<file path="src/sv/fbr_pkg.sv">
// fbr_pkg: shared constants for the framed byte receiver
`default_nettype none

package fbr_pkg;

	// default payload limit of a frame
	localparam int MaxPayloadDefault = 16;

	// parser phase codes
	localparam logic [2:0] PhSof  = 3'd0;
	localparam logic [2:0] PhId   = 3'd1;
	localparam logic [2:0] PhLen  = 3'd2;
	localparam logic [2:0] PhData = 3'd3;
	localparam logic [2:0] PhChk  = 3'd4;

	// status codes of a result word
	localparam logic [1:0] StNone    = 2'd0;
	localparam logic [1:0] StAccept  = 2'd1;
	localparam logic [1:0] StBadSum  = 2'd2;
	localparam logic [1:0] StTooLong = 2'd3;

	// configuration register indexes
	localparam logic [2:0] CfgStartByte = 3'd0;
	localparam logic [2:0] CfgIdFirst   = 3'd1;
	localparam logic [2:0] CfgIdSecond  = 3'd2;
	localparam logic [2:0] CfgIdThird   = 3'd3;
	localparam logic [2:0] CfgIdWord    = 3'd4;

	// configuration reset values
	localparam logic [7:0] StartByteReset = 8'hAA;
	localparam logic [7:0] IdFirstReset   = 8'd1;
	localparam logic [7:0] IdSecondReset  = 8'd2;
	localparam logic [7:0] IdThirdReset   = 8'd3;
	localparam logic [7:0] IdWordReset    = 8'd4;

endpackage

`default_nettype wire

</file>
<file path="src/sv/framed_byte_receiver.sv">
// framed_byte_receiver: frame parser for start, id, length, payload and checksum bytes
//
//   channel  direction  handshake                 payload
//   in       input      in_valid / in_stall       rx_byte
//   out      output     out_valid / out_stall     flag_first, flag_second, flag_third,
//                                                 word_value, status
//   cfg      input      cfg_wr_en (no handshake)  cfg_index, cfg_data
//
// One byte is taken per cycle while in_stall is low; each byte yields one result word in the next cycle.
// The parse state updates at the edge that takes the byte, so the phase and
// running sum loop is the only path that sets the rate.
// A single output register holds the result; a new byte is taken whenever that
// register is empty or is being emptied in the same cycle.
// Reset (arst_n low) returns the parser to start-byte hunting, clears the flag and
// word registers and loads the default id and start byte values.
`default_nettype none

module framed_byte_receiver #(
	parameter int MAX_PAYLOAD = fbr_pkg::MaxPayloadDefault
) (
	input  wire logic        clk,
	input  wire logic        arst_n,
	// input channel
	input  wire logic        in_valid,
	output logic             in_stall,
	input  wire logic [7:0]  rx_byte,
	// output channel
	output logic             out_valid,
	input  wire logic        out_stall,
	output logic [7:0]       flag_first,
	output logic [7:0]       flag_second,
	output logic [7:0]       flag_third,
	output logic [15:0]      word_value,
	output logic [1:0]       status,
	// configuration port
	input  wire logic        cfg_wr_en,
	input  wire logic [2:0]  cfg_index,
	input  wire logic [7:0]  cfg_data
);

	localparam logic [7:0] MaxLen = 8'(MAX_PAYLOAD);

	// configuration registers
	logic [7:0] start_byte_q, id_first_q, id_second_q, id_third_q, id_word_q;

	// parse state
	logic [2:0]  phase_q, phase_d;
	logic [7:0]  frame_id_q, frame_id_d;
	logic [7:0]  frame_len_q, frame_len_d;
	logic [7:0]  count_q, count_d;
	logic [7:0]  sum_q, sum_d;
	logic [7:0]  pay_first_q, pay_first_d;
	logic [7:0]  pay_second_q, pay_second_d;
	logic [7:0]  flag_first_q, flag_first_d;
	logic [7:0]  flag_second_q, flag_second_d;
	logic [7:0]  flag_third_q, flag_third_d;
	logic [15:0] word_q, word_d;
	logic [1:0]  status_d;

	// result register
	logic        res_valid_q;
	logic [7:0]  res_first_q, res_second_q, res_third_q;
	logic [15:0] res_word_q;
	logic [1:0]  res_status_q;

	logic       in_take;
	logic [7:0] sum_add;
	logic [7:0] count_inc;

	assign in_stall  = res_valid_q && out_stall;
	assign in_take   = in_valid && !in_stall;
	assign sum_add   = sum_q + rx_byte;
	assign count_inc = count_q + 8'd1;

	// configuration writes, unknown indexes ignored
	always_ff @(posedge clk or negedge arst_n) begin
		if (!arst_n) begin
			start_byte_q <= fbr_pkg::StartByteReset;
			id_first_q   <= fbr_pkg::IdFirstReset;
			id_second_q  <= fbr_pkg::IdSecondReset;
			id_third_q   <= fbr_pkg::IdThirdReset;
			id_word_q    <= fbr_pkg::IdWordReset;
		end else if (cfg_wr_en) begin
			case (cfg_index)
				fbr_pkg::CfgStartByte: start_byte_q <= cfg_data;
				fbr_pkg::CfgIdFirst:   id_first_q   <= cfg_data;
				fbr_pkg::CfgIdSecond:  id_second_q  <= cfg_data;
				fbr_pkg::CfgIdThird:   id_third_q   <= cfg_data;
				fbr_pkg::CfgIdWord:    id_word_q    <= cfg_data;
				default: ;
			endcase
		end
	end

	// next parse state for the byte on the input
	always_comb begin
		phase_d       = phase_q;
		frame_id_d    = frame_id_q;
		frame_len_d   = frame_len_q;
		count_d       = count_q;
		sum_d         = sum_q;
		pay_first_d   = pay_first_q;
		pay_second_d  = pay_second_q;
		flag_first_d  = flag_first_q;
		flag_second_d = flag_second_q;
		flag_third_d  = flag_third_q;
		word_d        = word_q;
		status_d      = fbr_pkg::StNone;
		case (phase_q)
			fbr_pkg::PhId: begin
				frame_id_d = rx_byte;
				sum_d      = rx_byte;
				phase_d    = fbr_pkg::PhLen;
			end
			fbr_pkg::PhLen: begin
				frame_len_d = rx_byte;
				count_d     = 8'd0;
				sum_d       = sum_add;
				if (rx_byte > MaxLen) begin
					status_d = fbr_pkg::StTooLong;
					phase_d  = fbr_pkg::PhSof;
				end else if (rx_byte == 8'd0) begin
					phase_d = fbr_pkg::PhChk;
				end else begin
					phase_d = fbr_pkg::PhData;
				end
			end
			fbr_pkg::PhData: begin
				if (count_q == 8'd0) begin
					pay_first_d = rx_byte;
				end else if (count_q == 8'd1) begin
					pay_second_d = rx_byte;
				end
				sum_d   = sum_add;
				count_d = count_inc;
				if (count_inc >= frame_len_q) begin
					phase_d = fbr_pkg::PhChk;
				end
			end
			fbr_pkg::PhChk: begin
				if (rx_byte == sum_q) begin
					status_d = fbr_pkg::StAccept;
					// length 1 frames load every flag whose id matches
					if (frame_len_q == 8'd1) begin
						if (frame_id_q == id_first_q)  flag_first_d  = pay_first_q;
						if (frame_id_q == id_second_q) flag_second_d = pay_first_q;
						if (frame_id_q == id_third_q)  flag_third_d  = pay_first_q;
					end
					// length 2 word frame, high byte first
					if (frame_len_q == 8'd2 && frame_id_q == id_word_q) begin
						word_d = {pay_first_q, pay_second_q};
					end
				end else begin
					status_d = fbr_pkg::StBadSum;
				end
				count_d = 8'd0;
				phase_d = fbr_pkg::PhSof;
			end
			default: begin
				if (rx_byte == start_byte_q) begin
					phase_d = fbr_pkg::PhId;
				end else begin
					phase_d = fbr_pkg::PhSof;
				end
			end
		endcase
	end

	// parse state registers
	always_ff @(posedge clk or negedge arst_n) begin
		if (!arst_n) begin
			phase_q       <= fbr_pkg::PhSof;
			frame_id_q    <= 8'd0;
			frame_len_q   <= 8'd0;
			count_q       <= 8'd0;
			sum_q         <= 8'd0;
			flag_first_q  <= 8'd0;
			flag_second_q <= 8'd0;
			flag_third_q  <= 8'd0;
			word_q        <= 16'd0;
		end else if (in_take) begin
			phase_q       <= phase_d;
			frame_id_q    <= frame_id_d;
			frame_len_q   <= frame_len_d;
			count_q       <= count_d;
			sum_q         <= sum_d;
			flag_first_q  <= flag_first_d;
			flag_second_q <= flag_second_d;
			flag_third_q  <= flag_third_d;
			word_q        <= word_d;
		end
	end

	// payload bytes, written before any read
	always_ff @(posedge clk) begin
		if (in_take) begin
			pay_first_q  <= pay_first_d;
			pay_second_q <= pay_second_d;
		end
	end

	// result word valid flag
	always_ff @(posedge clk or negedge arst_n) begin
		if (!arst_n) begin
			res_valid_q <= 1'b0;
		end else if (in_take) begin
			res_valid_q <= 1'b1;
		end else if (!out_stall) begin
			res_valid_q <= 1'b0;
		end
	end

	// result word payload
	always_ff @(posedge clk) begin
		if (in_take) begin
			res_first_q  <= flag_first_d;
			res_second_q <= flag_second_d;
			res_third_q  <= flag_third_d;
			res_word_q   <= word_d;
			res_status_q <= status_d;
		end
	end

	assign out_valid   = res_valid_q;
	assign flag_first  = res_first_q;
	assign flag_second = res_second_q;
	assign flag_third  = res_third_q;
	assign word_value  = res_word_q;
	assign status      = res_status_q;

endmodule

`default_nettype wire

</file>
<file path="config.mk">
export PLATFORM = sky130hd
export DESIGN_NAME = framed_byte_receiver
export DESIGN_NICKNAME = d
export VERILOG_FILES = /design/src/sv/fbr_pkg.sv /design/src/sv/framed_byte_receiver.sv
export SDC_FILE = /design/constraint.sdc
export NUM_CORES = 1
export LEC_CHECK = 0
export BUFFER_PORTS_ARGS = -buffer_cell sky130_fd_sc_hd__buf_4
export CELL_PAD_IN_SITES_DETAIL_PLACEMENT = 2
export CELL_PAD_IN_SITES_GLOBAL_PLACEMENT = 2
export CORE_MARGIN = 2
export CORE_UTILIZATION = 45
export CTS_CLUSTER_SIZE = 12
export DETAILED_ROUTE_END_ITERATION = 10
export HOLD_SLACK_MARGIN = 0.1
export PLACE_DENSITY = 0.85
export SYNTH_ARGS = -nofsm -noshare
export SYNTH_HDL_FRONTEND = slang
export SYNTH_SLANG_ARGS = --single-unit
</file>
<file path="constraint.sdc">
create_clock -name clk -period 6.1 [get_ports clk]
set_input_delay 0.305 -clock clk [delete_from_list [all_inputs] [get_ports clk]]
set_output_delay 0.305 -clock clk [all_outputs]
set_load 0.01 [all_outputs]
</file>
# Word-level counts from Yosys, hierarchy flattened
# Cells that the tools add are included.
# W data, S select, Z words.
[classes]
n_mux = 27
magnitude_cmp = 2
n_addsub = 2
eq_ne = 19
n_reduce_logical = 23
n_bitwise = 1
[ops]
columns = ["op", "count"]
rows = [
  ["$mux W8", 12],
  ["$eq A8 B8 Y1", 6],
  ["$mux W16", 3],
  ["$pmux W8 S2", 2],
  ["$reduce_and A2 Y1", 10],
  ["$eq A8 B1 Y1 const B", 2],
  ["$logic_not A8 Y1", 2],
  ["$eq A3 B2 Y1 const B", 4],
  ["$pmux W3 S4", 1],
  ["$mux W3", 3],
  ["$add A8 B1 Y8 const B", 1],
  ["$add A8 B8 Y8", 1],
  ["$eq A8 B2 Y1 const B", 1],
  ["$ge A8 B8 Y1", 1],
  ["$gt A8 B5 Y1 const B", 1],
  ["$eq A3 B1 Y1 const B", 2],
  ["$eq A3 B3 Y1 const B", 2],
  ["$mux W2", 2],
  ["$pmux W2 S2", 1],
  ["$reduce_and A4 Y1", 1],
  ["$reduce_bool A2 Y1", 2],
  ["$reduce_or A2 Y1", 2],
  ["$logic_and A1 B1 Y1", 3],
  ["$logic_not A3 Y1", 1],
  ["6 further kinds", 8],
]
[word_totals]
input_bits = 24
ff_bits = 174
elab_cells = 96

# Logic depth before layout (Yosys ltp)
[logic_depth]
depth_word = 5
mapped_depth = 9

# Worst setup path after synthesis
# No wires, ideal clock.
[synth_timing]
path_kind = "reg-to-reg"
start = "register sum_q[4]"
end = "register word_q[10]"
setup_ns = 0.125
slack_ns = 3.642
path_buffers = 1
arrival_ns = 2.333
synth_period_minus_slack_ns = 2.458
required_ns = 5.975
stages_incl_launch_ff = 9
cell_sequence = "dfrtp_1 ha_1 nor4_1 nand3_1 nor4_2 nand3_2 nor2_4 buf_6 mux2_2"
[synth_via]
elab_chain_cells = 3
[synth_lines]
columns = ["item", "line", "source"]
rows = [
  ["start: declaration", "framed_byte_receiver.sv:51", "logic [7:0] sum_q, sum_d;"],
  ["start signal: assignment", "framed_byte_receiver.sv:186", "sum_q <= sum_d;"],
  ["$eq A8 B8 Y1", "framed_byte_receiver.sv:141", "if (rx_byte == sum_q) begin"],
  ["$mux W16", "framed_byte_receiver.sv:141", ""],
  ["$mux W16", "framed_byte_receiver.sv:109", "case (phase_q)"],
  ["end signal: assignment", "framed_byte_receiver.sv:190", "word_q <= word_d;"],
  ["end: declaration", "framed_byte_receiver.sv:57", "logic [15:0] word_q, word_d;"],
]
# Every way passes these cells.
# A chain may end at the register's enable or synchronous reset.

# Worst setup path in the final report
[layout_timing]
start = "register sum_q[4]"
end = "register word_q[4]"
# The elaborated chain is that of the path after synthesis.

==> results.md <==
* Measured slew at the worst slew-check pin at 1.09 ns
* Clk pwr share at 0.351
* Leakage Power at 4.09 nW
* Num CTS Buffers at 17
* Fillcell total at 1620
* Max incr delay on CP at 0.62 ns
* Via count at 5176
* Yosys synthesis warning count at 0
* Crit path capture type: flip-flop
* Critical path class: flip-flop to flip-flop
* DP Wirelength at 15300 µm
* Setup Skew at 0.0164 ns
* Syn avg cell area at 13.4 µm²
* Hold path start: rx_byte[1]
* Peak supply drop at 0.214 mV
* Total gr overflow at 0
* # diodes at 0
* Die Width at 137 µm
* Critical-path top delay cell: nor2_4
* Synthesis-stage register bit count at 174
* Most common cell after layout, fill and taps aside: mux2_2
* Crit path cell chain: ha_1 > nor4_1 > nand3_1 > nor4_2 > nand3_2 > nor2_4 > mux2_2
* First-pass GRT wire length at 35900 µm
* P_sw at 0.000803 W
* Layout Nets at 714
* CTS clk-pin slew, worst paths at 0.07 ns
* Cells on worst reg2reg path at 7
* GR Util met2 at 0.465
* Status: finished, final reports clean
* DRC viols at 0
* Syn Nets at 640
* Final count of pins violating max slew at 0
* Fin. Hold Viols at 0
* First-pass iteration count of the detailed router at 4
* CTS max path bufs at 2
* CP Data Arrival Time at 3.56 ns
* Data required, critical path at 6.41 ns
* Hold path depth at 1
* Setup Total Neg Slack at 0 ns
* Most frequent cells in the layout: 133 x mux2_2, 107 x dfrtp_1, 73 x buf_4
* Post-synth EDFFs at 58
* Final core utilization at 0.536
* Ys flop type: dfrtp_1
* Layout cells sized above 1 at 0.377
* TritonCTS clock tree: yes
* Synth-to-Final Area Change at 16.3%
* Die H at 137 µm
* Met1 Track Usage GR at 0.319
* M3 GR Usage at 0.0493
* IO Port Bufs at 67
* Reg2reg start: sum_q[4]$_DFFE_PN0P_
* Core area at 0.0174 mm²
* Clock latency on the worst-skew pair at 0.44 ns
* Post-route insts no fill at 909
* Slew margin rel. at 0.275
* Routed WL at 23000 µm
* Min cycle time layout at 3.25 ns
* H-tree depth at 4
* Register area share after synthesis at 0.582
* Vias in the first global route at 5985
* Comb power frac at 0.153
* Post-Syn Area at 0.00800 mm²
* Maxcap violations at 0
* Setup Buffers After CTS at 0
* Busiest grt layer: met2
* Detail Route Antenna Nets at 0
* I/O pin cnt at 68
* Sequential power share at 0.496
* Cells after DPL at 875
* Row count at 48
* PD cells at 308 mW/mm²
* Fmax at 0.308 GHz
* FFs w/ async S/R, synth at 0.667
* GP Congestion at 0.795
* Root Buffer: clkbuf_16
* Crit path max fanout at 17
* Post-Syn Instances at 597
* Initial Util at 0.461
* Starting DRT DRC Count at 211
* Synth unique cells at 44
* Die ar. at 0.0189 mm²
* Switching share of power at 0.280
* Post-CTS Resized at 0
* Routed WL per cell at 25.3 µm
* Initial antenna violation count at 0
* Kind of start point of the critical path: flip-flop
* Final period util at 0.533
* Min-Delay Path Class: input port to flip-flop
* Final setup vio count at 0
* RSZ-0062 raised after global routing: no
* Vias/cell at 5.69
* # clock sinks at 174
* Total track usage at 0.264
* Pint at 0.00207 W
* Worst Setup SP: sum_q[4]$_DFFE_PN0P_
* Largest net degree at the start of global routing at 82
-- Yosys cell counts (all sizes together) (2+ instances only) --
master  number  area, µm²
a31oi        5       31.3
nor2        24       97.6
ha          18        225
xor2         7       61.3
a21oi       13       65.1
nor3         6       30.0
nand4       11       68.8
nand2       45        176
xnor2       43        377
dfrtp      107       2680
or4          2       15.0
clkbuf      16       60.1
o21ai       18       90.1
mux2       133       1500
and3         9       56.3
nand4b       2       17.5
a21o         3       22.5
dfstp        9        236
nor4bb       2       20.0
nor4         4       31.3
edfxtp      58       1740
buf          4       28.8
nand3       18        133
nand2b       8       50.1
inv         20       75.1
-- repair_timing --
item | 4_1_cts | 5_1_grt
hold buffers | 2 | 0
endpoints found under the hold margin | 36 | 0
setup endpoints to repair | 0 | 0
-- cells by family after synthesis --
logic type / Yosys count / synth area share
mux: 133 / 0.187
compound gates: 46 / 0.0330
fa+ha+maj: 19 / 0.0307
xor+xnor: 50 / 0.0548
simple gates: 135 / 0.0917
flops: 174 / 0.582
buf+inv: 40 / 0.0205
-- layer usage --
layer  share of wire  up-vias
li1                -     2282
met1            0.42     2737
met2            0.53      118
met3           0.031       39
met4           0.023        0
met5               0        -
-- through the flow --
stage	instance area, µm²	power (W)	setup WS [ns]	hold slack [ns]
after floorplan	8000	0.00170	3.64	0.00941
after CTS	9300	0.00290	2.77	0.123
after global routing	9300	0.00300	2.61	0.130
after global placement	8740	0.00182	2.89	0.308
after detailed placement	8740	0.00187	2.76	0.311
final	9300	0.00287	2.85	0.145
-- worst max-delay path: cells and delay by family, from the launching register on --
kind	cells	cell delay (ns)
muxes	1	0.44
DFF	1	0.40
and+or+nand+nor	5	1.95
adders and majority gates	1	0.34
-- final cells by class --
cell class                      instances  area (µm²)  share of cell area
Tap cell                              225         282              0.0303
Clock inverter                         13        95.1              0.0102
Sequential cell                       174        4660               0.501
Clock buffer                           19         443              0.0476
Multi-Input combinational cell        383        3180               0.342
Inverter                               20        75.1             0.00807
Timing Repair Buffer                   75         568              0.0611
-- final timing paths --
kind | end | slack, ns
worst max-delay path | word_q[4]$_DFFE_PN0P_ | 2.85
worst min-delay path | pay_first_q[1]$_DFFE_PP_ | 0.15
worst max register to register | word_q[4]$_DFFE_PN0P_ | 2.85
worst min register to register | frame_len_q[7]$_DFFE_PN0P_ | 0.49
max in group asynchronous | word_q[8]$_DFFE_PN0P_ | 4.25
min in group asynchronous | sum_q[6]$_DFFE_PN0P_ | 0.39
-- power groups by stage --
stage	clock [W]	combinational, W	sequential, W
after global placement	0	0.000393	0.00143
after global routing	0.00108	0.000489	0.00143
after floorplan	0	0.000298	0.00140
after CTS	0.00103	0.000446	0.00142
final	0.00101	0.000440	0.00142
after detailed placement	0	0.000428	0.00144
(Power assumes the default switching activity.)
